### config.mk
export PLATFORM = sky130hd
export DESIGN_NAME = kvi_ctrl
export DESIGN_NICKNAME = d
export VERILOG_FILES = /design/src/rtl/kvi_pkg.sv /design/src/rtl/kvi_ctrl.sv
export VERILOG_INCLUDE_DIRS = /design/src /design/src/rtl
export SDC_FILE = /design/constraint.sdc
export NUM_CORES = 1
export LEC_CHECK = 0
export BUFFER_PORTS_ARGS = -buffer_cell sky130_fd_sc_hd__buf_2
export CORE_MARGIN = 5
export CORE_UTILIZATION = 30
export CTS_BUF_LIST = sky130_fd_sc_hd__clkbuf_4
export CTS_CLUSTER_SIZE = 10
export DETAILED_ROUTE_END_ITERATION = 8
export HOLD_SLACK_MARGIN = 0.1
export PLACE_DENSITY = 0.47
export SLEW_MARGIN = 25
export SYNTH_ARGS = -nofsm -noshare
export SYNTH_HDL_FRONTEND = slang
export SYNTH_SLANG_ARGS = --single-unit
export TNS_END_PERCENT = 100
### constraint.sdc
create_clock -name clock -period 2.25 [get_ports clock]
set_clock_uncertainty 0.05 [all_clocks]
set_input_delay 0.225 -clock clock [delete_from_list [all_inputs] [get_ports clock]]
set_output_delay 0.225 -clock clock [all_outputs]
set_load 0.01 [all_outputs]
### src/rtl/keyframe_vector_interpolator_unit_assert.svh
// Assertion macros for the interpolator RTL.
`ifndef KEYFRAME_VECTOR_INTERPOLATOR_UNIT_ASSERT_SVH
`define KEYFRAME_VECTOR_INTERPOLATOR_UNIT_ASSERT_SVH

// Whenever ante holds, cons must hold in the same cycle.
`define KVI_ASSERT_SAME(label, clk, rst, ante, cons, msg) \
   label: assert property (@(posedge clk) disable iff (rst) (ante) |-> (cons)) \
      else $error(msg);

// Whenever ante holds, cons must hold in the following cycle.
`define KVI_ASSERT_NEXT(label, clk, rst, ante, cons, msg) \
   label: assert property (@(posedge clk) disable iff (rst) (ante) |=> (cons)) \
      else $error(msg);

`endif

### src/rtl/kvi_pkg.sv
package kvi_pkg;

   // Table geometry and number formats.
   localparam int MAX_KEYS  = 64;
   localparam int KEY_AW    = 6;
   localparam int CNT_W     = 7;
   localparam int DATA_W    = 32;
   localparam int FRAC_W    = 16;
   localparam int FACT_W    = FRAC_W + 1;
   localparam int DIFF_W    = DATA_W + 1;
   localparam int PROD_W    = DIFF_W + FACT_W + 1;
   localparam int DIV_CNT_W = $clog2(FRAC_W);

   // Item modes.
   localparam logic MODE_WRITE = 1'b0;
   localparam logic MODE_QUERY = 1'b1;

   // Vector component selects for the shared blend multiplier.
   localparam logic [1:0] AXIS_X = 2'd0;
   localparam logic [1:0] AXIS_Y = 2'd1;
   localparam logic [1:0] AXIS_Z = 2'd2;

   typedef enum logic [3:0] {
      ST_IDLE,
      ST_SCAN,
      ST_RD_K,
      ST_LD_K,
      ST_CHECK,
      ST_DIV,
      ST_MUL,
      ST_ADD,
      ST_FIN
   } kvi_state_type;

   // One stored key.
   typedef struct packed {
      logic [DATA_W-1:0] ktime;
      logic [DATA_W-1:0] x;
      logic [DATA_W-1:0] y;
      logic [DATA_W-1:0] z;
   } kvi_key_type;

   // Commands from the controller to the datapath.
   typedef struct packed {
      logic              q_load;
      logic              wr_en;
      logic              rd_en;
      logic [KEY_AW-1:0] rd_addr;
      logic              ld_k;
      logic              chk;
      logic              div_step;
      logic              mul;
      logic              add;
      logic [1:0]        axis;
      logic              out_load;
      logic              out_blend;
      logic [KEY_AW-1:0] k;
   } kvi_cmd_type;

   // Status from the datapath to the controller.
   typedef struct packed {
      logic hit;
      logic fit;
   } kvi_stat_type;

endpackage

### src/rtl/kvi_ctrl.sv
`include "keyframe_vector_interpolator_unit_assert.svh"

module kvi_ctrl (
   input  logic                       clock,
   input  logic                       reset,
   input  logic                       req_valid,
   output logic                       req_ready,
   input  logic                       req_mode,
   output logic                       rsp_valid,
   input  logic                       rsp_ready,
   input  logic                       csr_wr_en,
   input  logic [kvi_pkg::CNT_W-1:0]  csr_wr_data,
   input  kvi_pkg::kvi_stat_type      stat,
   output kvi_pkg::kvi_cmd_type       cmd
);
   import kvi_pkg::*;

   kvi_state_type         state_ff, state_in;
   logic [CNT_W-1:0]      key_count_ff;
   logic [CNT_W-1:0]      n_ff, n_in, n_sel;
   logic [CNT_W-1:0]      scan_ff, scan_in;
   logic                  pend_ff, pend_in;
   logic [KEY_AW-1:0]     k_ff, k_in;
   logic [1:0]            axis_ff, axis_in;
   logic [DIV_CNT_W-1:0]  div_cnt_ff, div_cnt_in;
   logic                  blend_ff, blend_in;
   logic                  rsp_valid_ff, rsp_valid_in;

   // Effective key count: zero acts as one, anything above the table acts as full.
   always_comb begin
      if (key_count_ff == '0) begin
         n_sel = CNT_W'(1);
      end else if (key_count_ff > CNT_W'(MAX_KEYS)) begin
         n_sel = CNT_W'(MAX_KEYS);
      end else begin
         n_sel = key_count_ff;
      end
   end

   // Next state and datapath commands.
   always_comb begin
      state_in    = state_ff;
      n_in        = n_ff;
      scan_in     = scan_ff;
      pend_in     = pend_ff;
      k_in        = k_ff;
      axis_in     = axis_ff;
      div_cnt_in  = div_cnt_ff;
      blend_in    = blend_ff;
      req_ready   = 1'b0;
      cmd         = '0;
      cmd.rd_addr = scan_ff[KEY_AW-1:0];
      cmd.axis    = axis_ff;
      cmd.k       = k_ff;
      cmd.out_blend = blend_ff;

      unique case (state_ff)
         ST_IDLE: begin
            req_ready = 1'b1;
            if (req_valid) begin
               if (req_mode == MODE_QUERY) begin
                  cmd.q_load = 1'b1;
                  n_in       = n_sel;
                  k_in       = '0;
                  scan_in    = CNT_W'(1);
                  pend_in    = 1'b0;
                  state_in   = (n_sel == CNT_W'(1)) ? ST_RD_K : ST_SCAN;
               end else begin
                  cmd.wr_en = 1'b1;
               end
            end
         end
         // One key time read per cycle; the compare sees the key issued in the previous cycle.
         ST_SCAN: begin
            if (pend_ff && stat.hit) begin
               k_in     = KEY_AW'(scan_ff - CNT_W'(2));
               state_in = ST_RD_K;
            end else if (scan_ff == n_ff) begin
               k_in     = '0;
               state_in = ST_RD_K;
            end else begin
               cmd.rd_en = 1'b1;
               scan_in   = scan_ff + CNT_W'(1);
               pend_in   = 1'b1;
            end
         end
         ST_RD_K: begin
            cmd.rd_en   = 1'b1;
            cmd.rd_addr = k_ff;
            state_in    = ST_LD_K;
         end
         ST_LD_K: begin
            cmd.ld_k = 1'b1;
            if (n_ff == CNT_W'(1)) begin
               blend_in = 1'b0;
               state_in = ST_FIN;
            end else begin
               cmd.rd_en   = 1'b1;
               cmd.rd_addr = k_ff + KEY_AW'(1);
               state_in    = ST_CHECK;
            end
         end
         ST_CHECK: begin
            cmd.chk    = 1'b1;
            blend_in   = stat.fit;
            div_cnt_in = '0;
            state_in   = stat.fit ? ST_DIV : ST_FIN;
         end
         // One quotient bit per cycle.
         ST_DIV: begin
            cmd.div_step = 1'b1;
            div_cnt_in   = div_cnt_ff + DIV_CNT_W'(1);
            if (div_cnt_ff == '1) begin
               axis_in  = AXIS_X;
               state_in = ST_MUL;
            end
         end
         ST_MUL: begin
            cmd.mul  = 1'b1;
            state_in = ST_ADD;
         end
         ST_ADD: begin
            cmd.add = 1'b1;
            if (axis_ff == AXIS_Z) begin
               state_in = ST_FIN;
            end else begin
               axis_in  = axis_ff + 2'd1;
               state_in = ST_MUL;
            end
         end
         ST_FIN: begin
            if (!rsp_valid_ff || rsp_ready) begin
               cmd.out_load = 1'b1;
               state_in     = ST_IDLE;
            end
         end
         default: begin
            state_in = ST_IDLE;
         end
      endcase

      // Result beat flag.
      if (cmd.out_load) begin
         rsp_valid_in = 1'b1;
      end else if (rsp_ready) begin
         rsp_valid_in = 1'b0;
      end else begin
         rsp_valid_in = rsp_valid_ff;
      end
   end

   // Control registers.
   always_ff @(posedge clock) begin
      if (reset) begin
         state_ff     <= ST_IDLE;
         key_count_ff <= CNT_W'(1);
         n_ff         <= CNT_W'(1);
         scan_ff      <= CNT_W'(1);
         pend_ff      <= 1'b0;
         k_ff         <= '0;
         axis_ff      <= AXIS_X;
         div_cnt_ff   <= '0;
         blend_ff     <= 1'b0;
         rsp_valid_ff <= 1'b0;
      end else begin
         state_ff     <= state_in;
         n_ff         <= n_in;
         scan_ff      <= scan_in;
         pend_ff      <= pend_in;
         k_ff         <= k_in;
         axis_ff      <= axis_in;
         div_cnt_ff   <= div_cnt_in;
         blend_ff     <= blend_in;
         rsp_valid_ff <= rsp_valid_in;
         if (csr_wr_en) begin
            key_count_ff <= csr_wr_data;
         end
      end
   end

   assign rsp_valid = rsp_valid_ff;

   // Checks on the sequencing.
   `KVI_ASSERT_SAME(a_load_slot_free, clock, reset, cmd.out_load, !rsp_valid_ff || rsp_ready, "result overwritten")
   `KVI_ASSERT_NEXT(a_query_busy, clock, reset, req_valid && req_ready && req_mode == MODE_QUERY, !req_ready, "query not held")
   `KVI_ASSERT_SAME(a_read_in_range, clock, reset, cmd.rd_en && state_ff != ST_IDLE, {1'b0, cmd.rd_addr} < n_ff, "read past key count")
   `KVI_ASSERT_SAME(a_mul_only_blend, clock, reset, cmd.mul, blend_ff, "multiply without blend")

endmodule

== Word level (Yosys, flattened, before mapping) ==
Cells that the tools add are included.
Storage, ports and cells
  input port bits: 15
  output and inout bits: 26
  register bits: 40
Operators by class
  magnitude comparators: 1
  equality and inequality tests: 22
  muxes and demuxes: 53
  $add $sub $neg: 5
  reduce and logical (&&, ||, !) cells: 16
Operators with widths (number)
  $mux W7: 7
  $mux W4: 9
  $pmux W4 S9: 1
  $mux W6: 4
  $pmux W6 S2: 2
  $mux W1: 19
  $eq A4 B3 Y1 const B: 4
  $ne A2 B2 Y1 const B: 8
  $eq A7 B1 Y1 const B: 2
  $pmux W7 S2: 1
  $mux W2: 5
  $reduce_and A5 Y1: 2
  $reduce_bool A2 Y1: 5
  $eq A4 B2 Y1 const B: 2
  $eq A4 B4 Y1 const B: 2
  $pmux W4 S2: 1
  $add A7 B1 Y7 const B: 1
  $eq A7 B7 Y1: 1
  $gt A7 B7 Y1 const B: 1
  $logic_not A7 Y1: 1
  $add A6 B1 Y6 const B: 1
  $reduce_and A3 Y1: 2
  $sub A6 B2 Y6 const B: 1
  $add A4 B1 Y4 const B: 1
  13 further kinds: 14

== Depth between registers and ports, before layout ==
  depth in word-level cells: 8
  mapped depth: 8

== Worst setup path after synthesis ==
No wires, ideal clock.
  path type: register to output
  from: register n_ff[6]
  to: output port cmd[19] (netlist name)
  setup slack: 0.361 ns
  required time: 1.975 ns
  buffers on the path: 0
  arrival time: 1.614 ns
  cell stages (with the launch flop): 6
  cell sequence: dfxtp_1 > or4b_4 > o41ai_4 > nor3_1 > a211oi_1 > o21ai_0
RTL lines
  from (decl): RTL line kvi_ctrl.sv:20  | logic [CNT_W-1:0] n_ff, n_in, n_sel;
  from (signal assigned): RTL line kvi_ctrl.sv:167  | n_ff <= n_in;
  to (decl): RTL line kvi_ctrl.sv:14  | output kvi_pkg::kvi_cmd_type cmd

==> impl_metrics.csv <==
group,metric,value,unit
outcome,status,"complete, but fails checks",
outcome,violations,"setup timing",
yosys,muxShareOfSynthArea,0.0349,
yosys,synthTopCellsByArea,"dfxtp_1 34%, a21oi_1 6.5%, nor2_1 5.2%, nand2_1 4.5%, xor2_1 3.4%",
worst_hold_path,hold_start,"rsp_ready",
critical_path,critPathMaxStageDelay,560,ps
yosys,yosys.area.top_type_share,0.344,
floorplanning,num_io_pins,41,
yosys,synth-main-ff-cell,"dfxtp_1",
place,pre_cts_slack,113,ps
place,gp_congestion,0.731,
clock_tree,numClockSinks,40,
worst_hold_path,hold_class,"input pin to flop",
yosys,ys_warn_count,0,
critical_path,rr_endpoint,"state_ff[1]",
yosys,synth_top_family_by_area,"simple AND/OR/NAND/NOR gates",
yosys,async_reset_ff_frac,0,
yosys,synth_area,0.00233,sq mm
critical_path,worstSetupEndpointType,"output pin",
global_route,grtUsageMet1,0.184,
global_route,grt_use_total,0.129,
sta,worst_pin_slew,481,ps
clock_tree,cts_buffer_depth,2,
critical_path,startpoint,"n_ff[1]",
sta,finalMaxSlewViolations,0,
drt,drc,0,
sta,rsz0062_at_grt,"true",
drt,drt_iter0_drc,118,
yosys,syn_inst,287,
global_route,top_usage_layer,"met2",
layout,fillers,809,
global_route,grt_remaining_overflow,0,
floorplanning,die_w,98.1,microns
power_and_ir_drop,ir_worst_vdd,0.285,mV
layout,fin_util,0.375,
yosys,ys_seq_elements,40,
power_and_ir_drop,leakage,0.00121,uW
sta,layout_setup_ws,-183,ps
floorplanning,start_util,0.304,
clock_tree,cts_root_buf,"clkbuf_4",
yosys,synth-simple-area-share,0.297,
critical_path,critPathLaunchType,"flop",
drt,postRouteAntennaNets,0,
critical_path,r2r_start,"state_ff[0]",
global_route,grt_pass1_wl,10.3,mm
critical_path,reg2reg_setup_slack,260,ps
sta,hold_viol,0,
clock_tree,tritoncts,"done",
clock_tree,clk_latency,350,ps
yosys,syn_nets,308,
sta,slew_headroom,0.676,
critical_path,cp.arrival,2160,ps
global_route,grt_max_degree,18,
yosys,synth_top_area_cell,"dfxtp_1",
drt,vias,2159,
floorplanning,core,0.00765,sq mm
drt,vias_per_cell,4.90,
drt,wirelength,6.16,mm
worst_hold_path,hold_depth,3,
flow_run,cap_violations,0,
floorplanning,die_h,98.1,microns
floorplanning,die_area,0.00962,sq mm
yosys,seq_area_frac_synth,0.344,
critical_path,worstSetupPathType,"flop to output pin",
yosys,synth.avg_cell_area,8.11,sq um
power_and_ir_drop,p_per_area,708,mW/mm^2
layout,drive_above_1_share,0.263,
critical_path,cp_max_fo,6,
sta,fmax,411,MHz
global_route,antenna_found_initial,0,
clock_tree,htreeDepth,2,
sta,period_needed,2430,ps
floorplanning,rows,32,
critical_path,cp_cell_sequence,"or4b_4 -> o41ai_4 -> buf_6 -> nor3_4 -> a211oi_2 -> o21ai_1 -> buf_2",
worst_hold_path,hold-path-endpoint,"rsp_valid",
layout,antennaDiodeCount,0,
global_route,use_met2,0.197,
yosys,yosys-top-cells-count,"40 x dfxtp_1, 32 x nor2_1, 30 x a21oi_1, 28 x nand2_1, 13 x nand3_1",
clock_tree,cts_made_buffers,5,
clock_tree,cts.clk_slew.worst_paths,140,ps
drt,wl_per_cell,14.0,microns
place,dp_hpwl,4.53,mm
global_route,grt_pass1_vias,2027,
place,numPortBuffers,40,
critical_path,reg2reg_depth,6,
sta,finalSetupViolCount,7,
layout,nets,359,
critical_path,critPathRequiredTime,1980,ps
drt,dr.pass1.iters,4,
yosys,synthAdderAreaFrac,0.0323,
yosys,synth_most_common_cell,"dfxtp_1",
sta,finalCritPeriodShare,1.08,
yosys,synth-compound-area-share,0.181,
yosys,synth_cell_types,57,
layout,area_delta_synth_final,23.2,%
global_route,grtUsageMet3,0.0307,
yosys,synthXorXnorAreaFrac,0.0452,
yosys,synth_edf_count,0,
critical_path,slowest_stage,"or4b_4",
==> power by group <==
group | leakage [uW] | internal (uW) | switching, uW
registers | 0.000326 | 757 | 84.2
clock network | 0.0000412 | 232 | 258
logic | 0.000842 | 299 | 398
total | 0.00121 | 1290 | 741
==> layer usage <==
metal	vias to the layer above	wire length, microns
met3	2	301
met5	-	0
li1	1118	-
met1	1001	3080
met4	0	16
met2	38	2770
==> sequential cells by signal, summed over array words and instances, names as in the netlist, 2 cells and up <==
register	cells
div_cnt_ff	4
scan_ff	7
n_ff	7
axis_ff	2
key_count_ff	7
k_ff	6
state_ff	4
==> worst max-delay path by stage <==
stage,slack (ps),cells past startpoint,endpoint
2_1_floorplan,360,5,cmd[19]
3_3_place_gp,170,6,cmd[19]
3_5_place_dp,110,6,cmd[19]
4_1_cts,-260,7,cmd[19]
5_1_grt,-270,7,cmd[19]
6_report,-180,7,cmd[19]
==> critical path: cells and delay by family, from the launching register on <==
family	cells	cell delay [ps]
AOI/OAI and AO/OA	3	530
buffers and inverters	2	310
DFF	1	350
and+or+nand+nor	2	600
==> placed cells by master (no fill, tap or decap), drive strengths merged, types with 2 or more instances in the layout <==
cell type | Yosys | layout
a21o | 2 | 2
a21oi | 30 | 30
a31oi | 2 | 2
a32oi | 6 | 6
and2 | 4 | 4
and3 | 4 | 4
buf | 11 | 56
clkbuf | 9 | 5
dfxtp | 40 | 40
dlygate4sd3 | 0 | 8
ha | 6 | 6
inv | 11 | 11
mux2i | 7 | 7
nand2 | 28 | 28
nand2b | 5 | 5
nand3 | 14 | 14
nand3b | 9 | 9
nor2 | 33 | 33
nor2b | 3 | 3
nor3 | 8 | 8
nor4 | 6 | 6
nor4b | 2 | 2
o21ai | 10 | 10
o311ai | 2 | 2
o41ai | 2 | 2
or4b | 2 | 2
xnor2 | 3 | 3
xor2 | 9 | 9
==> stage by stage <==
step	area [sq um]	TNS (ps)	total power (uW)	instances	hold slack, ps
after floorplan	2330	0	1320	287	280
after global placement	2630	0	1520	421	395
after detailed placement	2630	0	1520	421	399
after CTS	2830	-1240	2040	440	120
after global routing	2870	-1520	2160	441	146
final	2870	-717	2030	441	135
==> timing repair <==
| action | in CTS | in global routing |
|---|---|---|
| endpoints found under the setup margin | 8 | 8 |
| endpoints found under the hold margin | 8 | 0 |
| resized for setup | 8 | 9 |
| hold buffers | 8 | 0 |
| setup buffers | 3 | 1 |
| pin swaps | 3 | 5 |
==> final cells by class <==
| type | count | area (sq um) | area share |
|---|---|---|---|
| timing repair buffer | 64 | 404 | 0.141 |
| clock inverter | 3 | 42.5 | 0.0148 |
| sequential | 40 | 808 | 0.282 |
| tap | 102 | 128 | 0.0445 |
| multi-input combinational | 216 | 1400 | 0.490 |
| clock buffer | 5 | 37.5 | 0.0131 |
| inverter | 11 | 43.8 | 0.0153 |
==> cell families after synthesis <==
| family | count (synthesis) |
|---|---|
| AO/OA/AOI/OAI | 64 |
| multiplexers | 8 |
| AND/OR/NAND/NOR | 126 |
| flip-flops | 40 |
| adder cells (fa/ha/maj) | 6 |
| buffers and inverters | 31 |
| XOR/XNOR | 12 |
Power figures use the tool's default switching activity.
